===== src/hw/rtl/ohsp_pkg.sv =====
// OBEX header stream parser: shared types and constants.
// Used by every module of the parser; depends on nothing.
`default_nettype none

package ohsp_pkg;

    localparam int unsigned DATA_W   = 8;
    localparam int unsigned VALUE_W  = 32;
    localparam int unsigned LEN_W    = 16;
    localparam int unsigned KIND_W   = 2;
    localparam int unsigned S_TUSER_W = 1;
    localparam int unsigned M_TDATA_W = DATA_W + VALUE_W;
    localparam int unsigned M_TUSER_W = KIND_W + 1;

    localparam logic [DATA_W-1:0] TYPE_MASK     = 8'hC0;
    localparam logic [DATA_W-1:0] TYPE_UNICODE  = 8'h00;
    localparam logic [DATA_W-1:0] TYPE_BYTESEQ  = 8'h40;
    localparam logic [DATA_W-1:0] TYPE_ONE_BYTE = 8'h80;
    localparam logic [DATA_W-1:0] TYPE_FOUR     = 8'hC0;
    localparam logic [LEN_W-1:0]  LEN_OVERHEAD  = 16'd3;

    typedef enum logic [2:0] {
        PH_ID      = 3'd0,
        PH_BYTE    = 3'd1,
        PH_FOUR    = 3'd2,
        PH_LEN_HI  = 3'd3,
        PH_LEN_LO  = 3'd4,
        PH_PAYLOAD = 3'd5
    } phase_t;

    typedef enum logic [KIND_W-1:0] {
        KIND_BYTE    = 2'd0,
        KIND_FOUR    = 2'd1,
        KIND_PAYLOAD = 2'd2,
        KIND_EMPTY   = 2'd3
    } kind_t;

    // one input beat held in the input register
    typedef struct packed {
        logic [DATA_W-1:0] data_byte;
        logic              restart;
    } in_beat_t;

    // one result item
    typedef struct packed {
        logic [DATA_W-1:0]  header_id;
        kind_t              result_kind;
        logic [VALUE_W-1:0] value;
        logic               last_of_header;
        logic               length_error;
    } result_t;

endpackage

`default_nettype wire


===== src/hw/rtl/obex_header_stream_parser.sv =====
// OBEX header stream parser, top level: one header byte per beat in, at most one result out.
// A byte is decoded from the input register; its result goes into the result register.
// Throughput: one byte per cycle; the input register, decode step and result register
// each move one beat a cycle, held back only while the master side stalls a waiting result.
// Reset (rst_n, asynchronous, active low) empties both registers and returns the parser
// to expecting an identifier byte. Depends on ohsp_pkg and the three ohsp_* stages.
`default_nettype none

module obex_header_stream_parser
(
    input  wire logic                             clk,
    input  wire logic                             rst_n,
    // slave side
    input  wire logic                             s_tvalid,
    output logic                                  s_tready,
    input  wire logic [ohsp_pkg::DATA_W-1:0]      s_tdata,  // [7:0] data_byte
    input  wire logic [ohsp_pkg::S_TUSER_W-1:0]   s_tuser,  // [0] restart
    // master side
    output logic                                  m_tvalid,
    input  wire logic                             m_tready,
    output logic [ohsp_pkg::M_TDATA_W-1:0]        m_tdata,  // [7:0] header_id, [39:8] value
    output logic [ohsp_pkg::M_TUSER_W-1:0]        m_tuser,  // [1:0] result_kind, [2] length_error
    output logic                                  m_tlast   // last_of_header
);

    ohsp_pkg::in_beat_t s_beat;
    ohsp_pkg::in_beat_t beat;
    ohsp_pkg::result_t  result;
    ohsp_pkg::result_t  held;
    logic               beat_valid;
    logic               out_free;
    logic               step;
    logic               emit;

    assign s_beat.data_byte = s_tdata;
    assign s_beat.restart   = s_tuser[0];

    // a held beat is decoded as soon as the result register has room for its result
    assign step = beat_valid && out_free;

    ohsp_in_stage u_in_stage
    (
        .clk        (clk),
        .rst_n      (rst_n),
        .s_tvalid   (s_tvalid),
        .s_tready   (s_tready),
        .s_beat     (s_beat),
        .consume    (step),
        .beat_valid (beat_valid),
        .beat       (beat)
    );

    ohsp_parse_core u_parse_core
    (
        .clk    (clk),
        .rst_n  (rst_n),
        .step   (step),
        .beat   (beat),
        .emit   (emit),
        .result (result)
    );

    ohsp_out_stage u_out_stage
    (
        .clk      (clk),
        .rst_n    (rst_n),
        .load     (step),
        .emit     (emit),
        .result   (result),
        .free     (out_free),
        .m_tvalid (m_tvalid),
        .m_tready (m_tready),
        .held     (held)
    );

    // pack the held result onto the master side
    assign m_tdata = {held.value, held.header_id};
    assign m_tuser = {held.length_error, held.result_kind};
    assign m_tlast = held.last_of_header;

endmodule

`default_nettype wire


===== src/hw/rtl/ohsp_in_stage.sv =====
// Input register of the parser: captures one beat from the slave side.
// Depends on ohsp_pkg.
`default_nettype none

module ohsp_in_stage
(
    input  wire logic              clk,
    input  wire logic              rst_n,
    input  wire logic              s_tvalid,
    output logic                   s_tready,
    input  wire ohsp_pkg::in_beat_t s_beat,
    input  wire logic              consume,   // parser takes the held beat
    output logic                   beat_valid,
    output ohsp_pkg::in_beat_t     beat
);

    logic               valid_reg;
    logic               valid_next;
    ohsp_pkg::in_beat_t beat_reg;

    assign s_tready   = !valid_reg || consume;
    assign beat_valid = valid_reg;
    assign beat       = beat_reg;

    always_comb
    begin
        valid_next = valid_reg;
        if (s_tvalid && s_tready)
        begin
            valid_next = 1'b1;
        end
        else if (consume)
        begin
            valid_next = 1'b0;
        end
    end

    always_ff @(posedge clk or negedge rst_n)
    begin
        if (!rst_n)
        begin
            valid_reg <= 1'b0;
        end
        else
        begin
            valid_reg <= valid_next;
        end
    end

    always_ff @(posedge clk)
    begin
        if (s_tvalid && s_tready)
        begin
            beat_reg <= s_beat;
        end
    end

endmodule

`default_nettype wire


===== src/hw/rtl/ohsp_parse_core.sv =====
// Parser state and per-byte decode: phase, identifier, value and length counters.
// Depends on ohsp_pkg.
`default_nettype none

module ohsp_parse_core
(
    input  wire logic               clk,
    input  wire logic               rst_n,
    input  wire logic               step,      // apply the beat this cycle
    input  wire ohsp_pkg::in_beat_t beat,
    output logic                    emit,
    output ohsp_pkg::result_t       result
);

    ohsp_pkg::phase_t                phase_reg, phase_next, phase_eff;
    logic [ohsp_pkg::DATA_W-1:0]     id_reg, id_next;
    logic [ohsp_pkg::VALUE_W-1:0]    acc_reg, acc_next;
    logic [1:0]                      left_reg, left_next;
    logic [ohsp_pkg::LEN_W-1:0]      rem_reg, rem_next;
    logic [ohsp_pkg::LEN_W-1:0]      len;
    logic [ohsp_pkg::LEN_W-1:0]      rem_dec;
    logic [ohsp_pkg::VALUE_W-1:0]    acc_shift;
    logic [ohsp_pkg::DATA_W-1:0]     id_type;
    logic [ohsp_pkg::VALUE_W-1:0]    byte_ext;

    always_comb
    begin
        phase_eff  = beat.restart ? ohsp_pkg::PH_ID : phase_reg;
        len        = {rem_reg[ohsp_pkg::LEN_W-1:ohsp_pkg::DATA_W], beat.data_byte};
        rem_dec    = rem_reg - ohsp_pkg::LEN_W'(1);
        acc_shift  = {acc_reg[ohsp_pkg::VALUE_W-ohsp_pkg::DATA_W-1:0], beat.data_byte};
        id_type    = beat.data_byte & ohsp_pkg::TYPE_MASK;
        byte_ext   = ohsp_pkg::VALUE_W'(beat.data_byte);

        phase_next = phase_reg;
        id_next    = id_reg;
        acc_next   = acc_reg;
        left_next  = left_reg;
        rem_next   = rem_reg;

        emit                  = 1'b0;
        result.header_id      = id_reg;
        result.result_kind    = ohsp_pkg::KIND_BYTE;
        result.value          = byte_ext;
        result.last_of_header = 1'b1;
        result.length_error   = 1'b0;

        case (phase_eff)
            ohsp_pkg::PH_BYTE:
            begin
                phase_next = ohsp_pkg::PH_ID;
                emit       = 1'b1;
            end
            ohsp_pkg::PH_FOUR:
            begin
                acc_next = acc_shift;
                if (left_reg == 2'd0)
                begin
                    phase_next         = ohsp_pkg::PH_ID;
                    emit               = 1'b1;
                    result.result_kind = ohsp_pkg::KIND_FOUR;
                    result.value       = acc_shift;
                end
                else
                begin
                    left_next = left_reg - 2'd1;
                end
            end
            ohsp_pkg::PH_LEN_HI:
            begin
                rem_next   = {beat.data_byte, ohsp_pkg::DATA_W'(0)};
                phase_next = ohsp_pkg::PH_LEN_LO;
            end
            ohsp_pkg::PH_LEN_LO:
            begin
                if (len <= ohsp_pkg::LEN_OVERHEAD)
                begin
                    rem_next            = '0;
                    phase_next          = ohsp_pkg::PH_ID;
                    emit                = 1'b1;
                    result.result_kind  = ohsp_pkg::KIND_EMPTY;
                    result.value        = '0;
                    result.length_error = (len < ohsp_pkg::LEN_OVERHEAD);
                end
                else
                begin
                    rem_next   = len - ohsp_pkg::LEN_OVERHEAD;
                    phase_next = ohsp_pkg::PH_PAYLOAD;
                end
            end
            ohsp_pkg::PH_PAYLOAD:
            begin
                rem_next              = rem_dec;
                emit                  = 1'b1;
                result.result_kind    = ohsp_pkg::KIND_PAYLOAD;
                result.last_of_header = (rem_dec == '0);
                if (rem_dec == '0)
                begin
                    phase_next = ohsp_pkg::PH_ID;
                end
            end
            default:
            begin
                // identifier byte; unused phase codes land here too
                id_next   = beat.data_byte;
                acc_next  = '0;
                left_next = 2'd0;
                rem_next  = '0;
                if (id_type == ohsp_pkg::TYPE_ONE_BYTE)
                begin
                    phase_next = ohsp_pkg::PH_BYTE;
                end
                else if (id_type == ohsp_pkg::TYPE_FOUR)
                begin
                    left_next  = 2'd3;
                    phase_next = ohsp_pkg::PH_FOUR;
                end
                else
                begin
                    phase_next = ohsp_pkg::PH_LEN_HI;
                end
            end
        endcase
    end

    always_ff @(posedge clk or negedge rst_n)
    begin
        if (!rst_n)
        begin
            phase_reg <= ohsp_pkg::PH_ID;
            id_reg    <= '0;
            acc_reg   <= '0;
            left_reg  <= '0;
            rem_reg   <= '0;
        end
        else if (step)
        begin
            phase_reg <= phase_next;
            id_reg    <= id_next;
            acc_reg   <= acc_next;
            left_reg  <= left_next;
            rem_reg   <= rem_next;
        end
    end

endmodule

`default_nettype wire


===== src/hw/rtl/ohsp_out_stage.sv =====
// Result register of the parser: holds one result until the master side takes it.
// Depends on ohsp_pkg.
`default_nettype none

module ohsp_out_stage
(
    input  wire logic              clk,
    input  wire logic              rst_n,
    input  wire logic              load,      // parser step this cycle
    input  wire logic              emit,      // step produced a result
    input  wire ohsp_pkg::result_t result,
    output logic                   free,      // register can take a result now
    output logic                   m_tvalid,
    input  wire logic              m_tready,
    output ohsp_pkg::result_t      held
);

    logic              valid_reg;
    logic              valid_next;
    ohsp_pkg::result_t result_reg;

    assign free     = !valid_reg || m_tready;
    assign m_tvalid = valid_reg;
    assign held     = result_reg;

    always_comb
    begin
        valid_next = valid_reg;
        if (load)
        begin
            valid_next = emit;
        end
        else if (m_tready)
        begin
            valid_next = 1'b0;
        end
    end

    always_ff @(posedge clk or negedge rst_n)
    begin
        if (!rst_n)
        begin
            valid_reg <= 1'b0;
        end
        else
        begin
            valid_reg <= valid_next;
        end
    end

    always_ff @(posedge clk)
    begin
        if (load && emit)
        begin
            result_reg <= result;
        end
    end

endmodule

`default_nettype wire


===== config.mk =====
export PLATFORM = sky130hd
export DESIGN_NAME = obex_header_stream_parser
export DESIGN_NICKNAME = d
export VERILOG_FILES = /design/src/hw/rtl/ohsp_pkg.sv /design/src/hw/rtl/obex_header_stream_parser.sv /design/src/hw/rtl/ohsp_in_stage.sv /design/src/hw/rtl/ohsp_parse_core.sv /design/src/hw/rtl/ohsp_out_stage.sv
export SDC_FILE = /design/constraint.sdc
export NUM_CORES = 1
export LEC_CHECK = 0
export ABC_AREA = 1
export BUFFER_PORTS_ARGS = -buffer_cell sky130_fd_sc_hd__buf_2
export CORE_MARGIN = 2
export CORE_UTILIZATION = 54
export CTS_CLUSTER_SIZE = 30
export DETAILED_ROUTE_END_ITERATION = 8
export HOLD_SLACK_MARGIN = 0.12
export PLACE_DENSITY = 0.75
export SYNTH_ARGS = -nofsm -noshare
export SYNTH_HDL_FRONTEND = slang
export SYNTH_SLANG_ARGS = --single-unit

===== constraint.sdc =====
create_clock -name clk -period 4.9 [get_ports clk]
set_input_delay 0.98 -clock clk [delete_from_list [all_inputs] [get_ports clk]]
set_output_delay 0.98 -clock clk [all_outputs]
set_load 0.05 [all_outputs]

==> results.md <==
* Status: complete, no violations
* Clock Power Share at 0.168
* Cell Area, Synth at 5079 µm²
* Grt total ovfl at 0
* Ys flop type: dfrtp_1
* Syn avg cell area at 9.234 µm²
* Max-cap violations at 0
* Drt pass-1 iters at 5
* Post-synth EDFFs at 53
* Slew @ Worst Pin at 0.8960 ns
* WL/cell at 15.94 µm
* TritonCTS clock tree: built
* Yosys top cell area share at 0.3134
* Clock Skew at 0.01791 ns
* Starting Density at 0.5522
* DP Wirelength at 8.147 mm
* Synth-to-Final Area Change at 10.86%
* Gate power share at 0.417
* Rows at 35
* Share of layout cells above drive strength 1 at 0.1738
* Routed WL at 11.40 mm
* Die height at 101.0 µm
* Hold Buf Count CTS at 0
* GP Congestion at 0.9471
* Clock buffer depth at 2
* Post_cts resized at 0
* Sequential-to-total area share from yosys stat at 0.5844
* I/O pins at 59
* Setup crit start: u_in_stage.beat[0]
* Die area at 10200 µm²
* Post-synth cell types at 34
* Clk pin slew, worst setup/hold paths at 0.10 ns
* Slew Viols, Final at 0
* Mapped Cells at 550
* R2R depth at 8
* Via density at 5.460
* Total Routing Usage GR at 0.2400
* RR Startpoint: u_in_stage.beat[0]
* Clk Latency, worst-skew pair at 0.37 ns
* Setup TNS at 0 ns
* R2R Setup Slk at 2.11 ns
* Synth area leaders: edfxtp_1, dfrtp_1, nand2_1, o21ai_0, inv_1
* Worst reg2reg endpoint: u_out_stage.held[14]
* Final Cycle Share at 0.5697
* First-pass GRT wire length at 18.64 mm
* Data arrival time of the critical path at 2.86 ns
* TritonCTS sink count at 108
* Synth area leader: edfxtp_1
* Routed Antenna Nets at 0
* Total number of vias at 3904
* Unrepaired setup endpoints after global routing: false
* Post-synth net total at 567
* Fraction of registers with async set/reset at 0.5093
* I/O Buffers at 58
* Worst slew margin at 0.4005
* Layout net count at 616
* Flops & latches, synth at 108
* Largest register FFs at 44
* Period minus WS final at 2.791 ns
* Switching pwr at 1.317 mW
* Largest net degree at the start of global routing at 56
* Root buffer cell: clkbuf_8
* Flop pwr share at 0.415
* DP Worst Slack at 2.039 ns
* Most common cell in the netlist: nand2_1
* Cts bufs inserted at 9
* Core Area at 9196 µm²
* H-tree levels at 3
* Crit end category: flop
* Leak Pwr at 2.487 nW
* Chip width at 101.0 µm
* Internal at 1.660 mW
* # fillers at 784
* N_diodes at 0
* DRC at 0
* Critical path type: flop to flop
* Largest fanout on the critical path at 27
* Class of the worst hold path: flop to flop
* Synth warn at 0
* Initial DRC Count at 335
* Critical Path End: u_out_stage.held[14]
* VDD IR max at 0.2482 mV
* Crit path required time at 4.96 ns
* Setup violations, final at 0
* Hold Fails Final Rpt at 0
* PD cells at 528.7 nW/µm²
* Setup repair bufs after CTS at 0
* Final core utilization at 0.6122
* Maximum clock frequency at 0.3583 GHz
* Sw Share at 0.4422
* Crit start category: flop
* Initial antenna violation count at 0
* Synth top cells by count: nand2_1, inv_1, dfrtp_1, o21ai_0, edfxtp_1
* Vias in the first global route at 3653
* Fin worst setup slack at 2.109 ns
[stage by stage]
| stage | hold slack [ns] | power, mW | cell area (µm²) | std cells |
|---|---|---|---|---|
| 2_1_floorplan | 0.4253 | 2.194 | 5079 | 550 |
| 3_3_place_gp | 0.4444 | 2.439 | 5453 | 699 |
| 3_5_place_dp | 0.4426 | 2.480 | 5453 | 699 |
| 4_1_cts | 0.4687 | 2.975 | 5630 | 715 |
| 5_1_grt | 0.4862 | 3.192 | 5630 | 715 |
| 6_report | 0.4665 | 2.977 | 5630 | 715 |
[critical path, cell delays in order (launching register included)]
cell and delay [ns]:
edfxtp_1 0.44, nand3b_1 0.23, nor2_2 0.10, buf_4 0.28
nand2_1 0.30, nand3_1 0.18, nand2_1 0.10, inv_1 0.56
buf_12 0.27
[worst min path at each step]
stage,startpoint,endpoint,slack [ns],cells past startpoint
finish,u_parse_core.id_reg[6],u_out_stage.held[42],0.47,0
global route,u_parse_core.id_reg[1],u_out_stage.held[37],0.49,0
CTS,u_parse_core.id_reg[7],u_out_stage.held[43],0.47,0
detailed placement,u_parse_core.id_reg[7],u_out_stage.held[43],0.44,0
global placement,u_parse_core.id_reg[2],u_out_stage.held[38],0.44,0
floorplan,u_parse_core.id_reg[0],u_out_stage.held[36],0.43,0
[cells by family (layout without fill, tap and decap cells)]
group,count (synthesis),after routing,share of synthesized area
AO/OA/AOI/OAI,85,85,0.08894
multiplexers,1,1,0.001971
flip-flops,108,108,0.5844
adder cells (fa/ha/maj),4,4,0.009855
XOR/XNOR,12,12,0.02217
buffers and inverters,103,157,0.07834
AND/OR/NAND/NOR,237,237,0.2143
[per-layer routing]
metal	global-route usage	share of wire
met1	0.3520	0.45
met2	0.3692	0.47
met3	0.03121	0.058
met4	0.08836	0.020
met5	0	0
[final cells by class]
type	instances	area [µm²]	area share
clock buffer	10	127.6	0.02267
clock inverter	6	50.05	0.008889
inverter	78	292.8	0.05200
multi-input combinational	339	1713	0.3042
sequential	108	2968	0.5271
tap	111	138.9	0.02467
timing repair buffer	63	340.3	0.06044
[power groups by stage]
stage / combinational (mW) / sequential, mW / clock [mW]
2_1_floorplan: 0.817 / 1.38 / 0
3_3_place_gp: 1.19 / 1.25 / 0
3_5_place_dp: 1.23 / 1.25 / 0
4_1_cts: 1.23 / 1.23 / 0.507
5_1_grt: 1.40 / 1.25 / 0.543
6_report: 1.24 / 1.24 / 0.500
[cells in the final DEF, fill, tap and decap left out, drive strengths merged]
cell and instances:
nor3 20, inv 79, nand3b 1, ha 4, dfrtp 55, nand4 2
buf 63, a22oi 4, o31ai 1, clkbuf 10, edfxtp 53, a21oi 6
clkinv 5, o211ai 2, nor2 54, o22ai 4, nand3 47, xor2 12
o21ai 68, nand2 111, mux2i 1, nor4 1, and3 1
No activity file was read; power rests on OpenSTA's default activity.
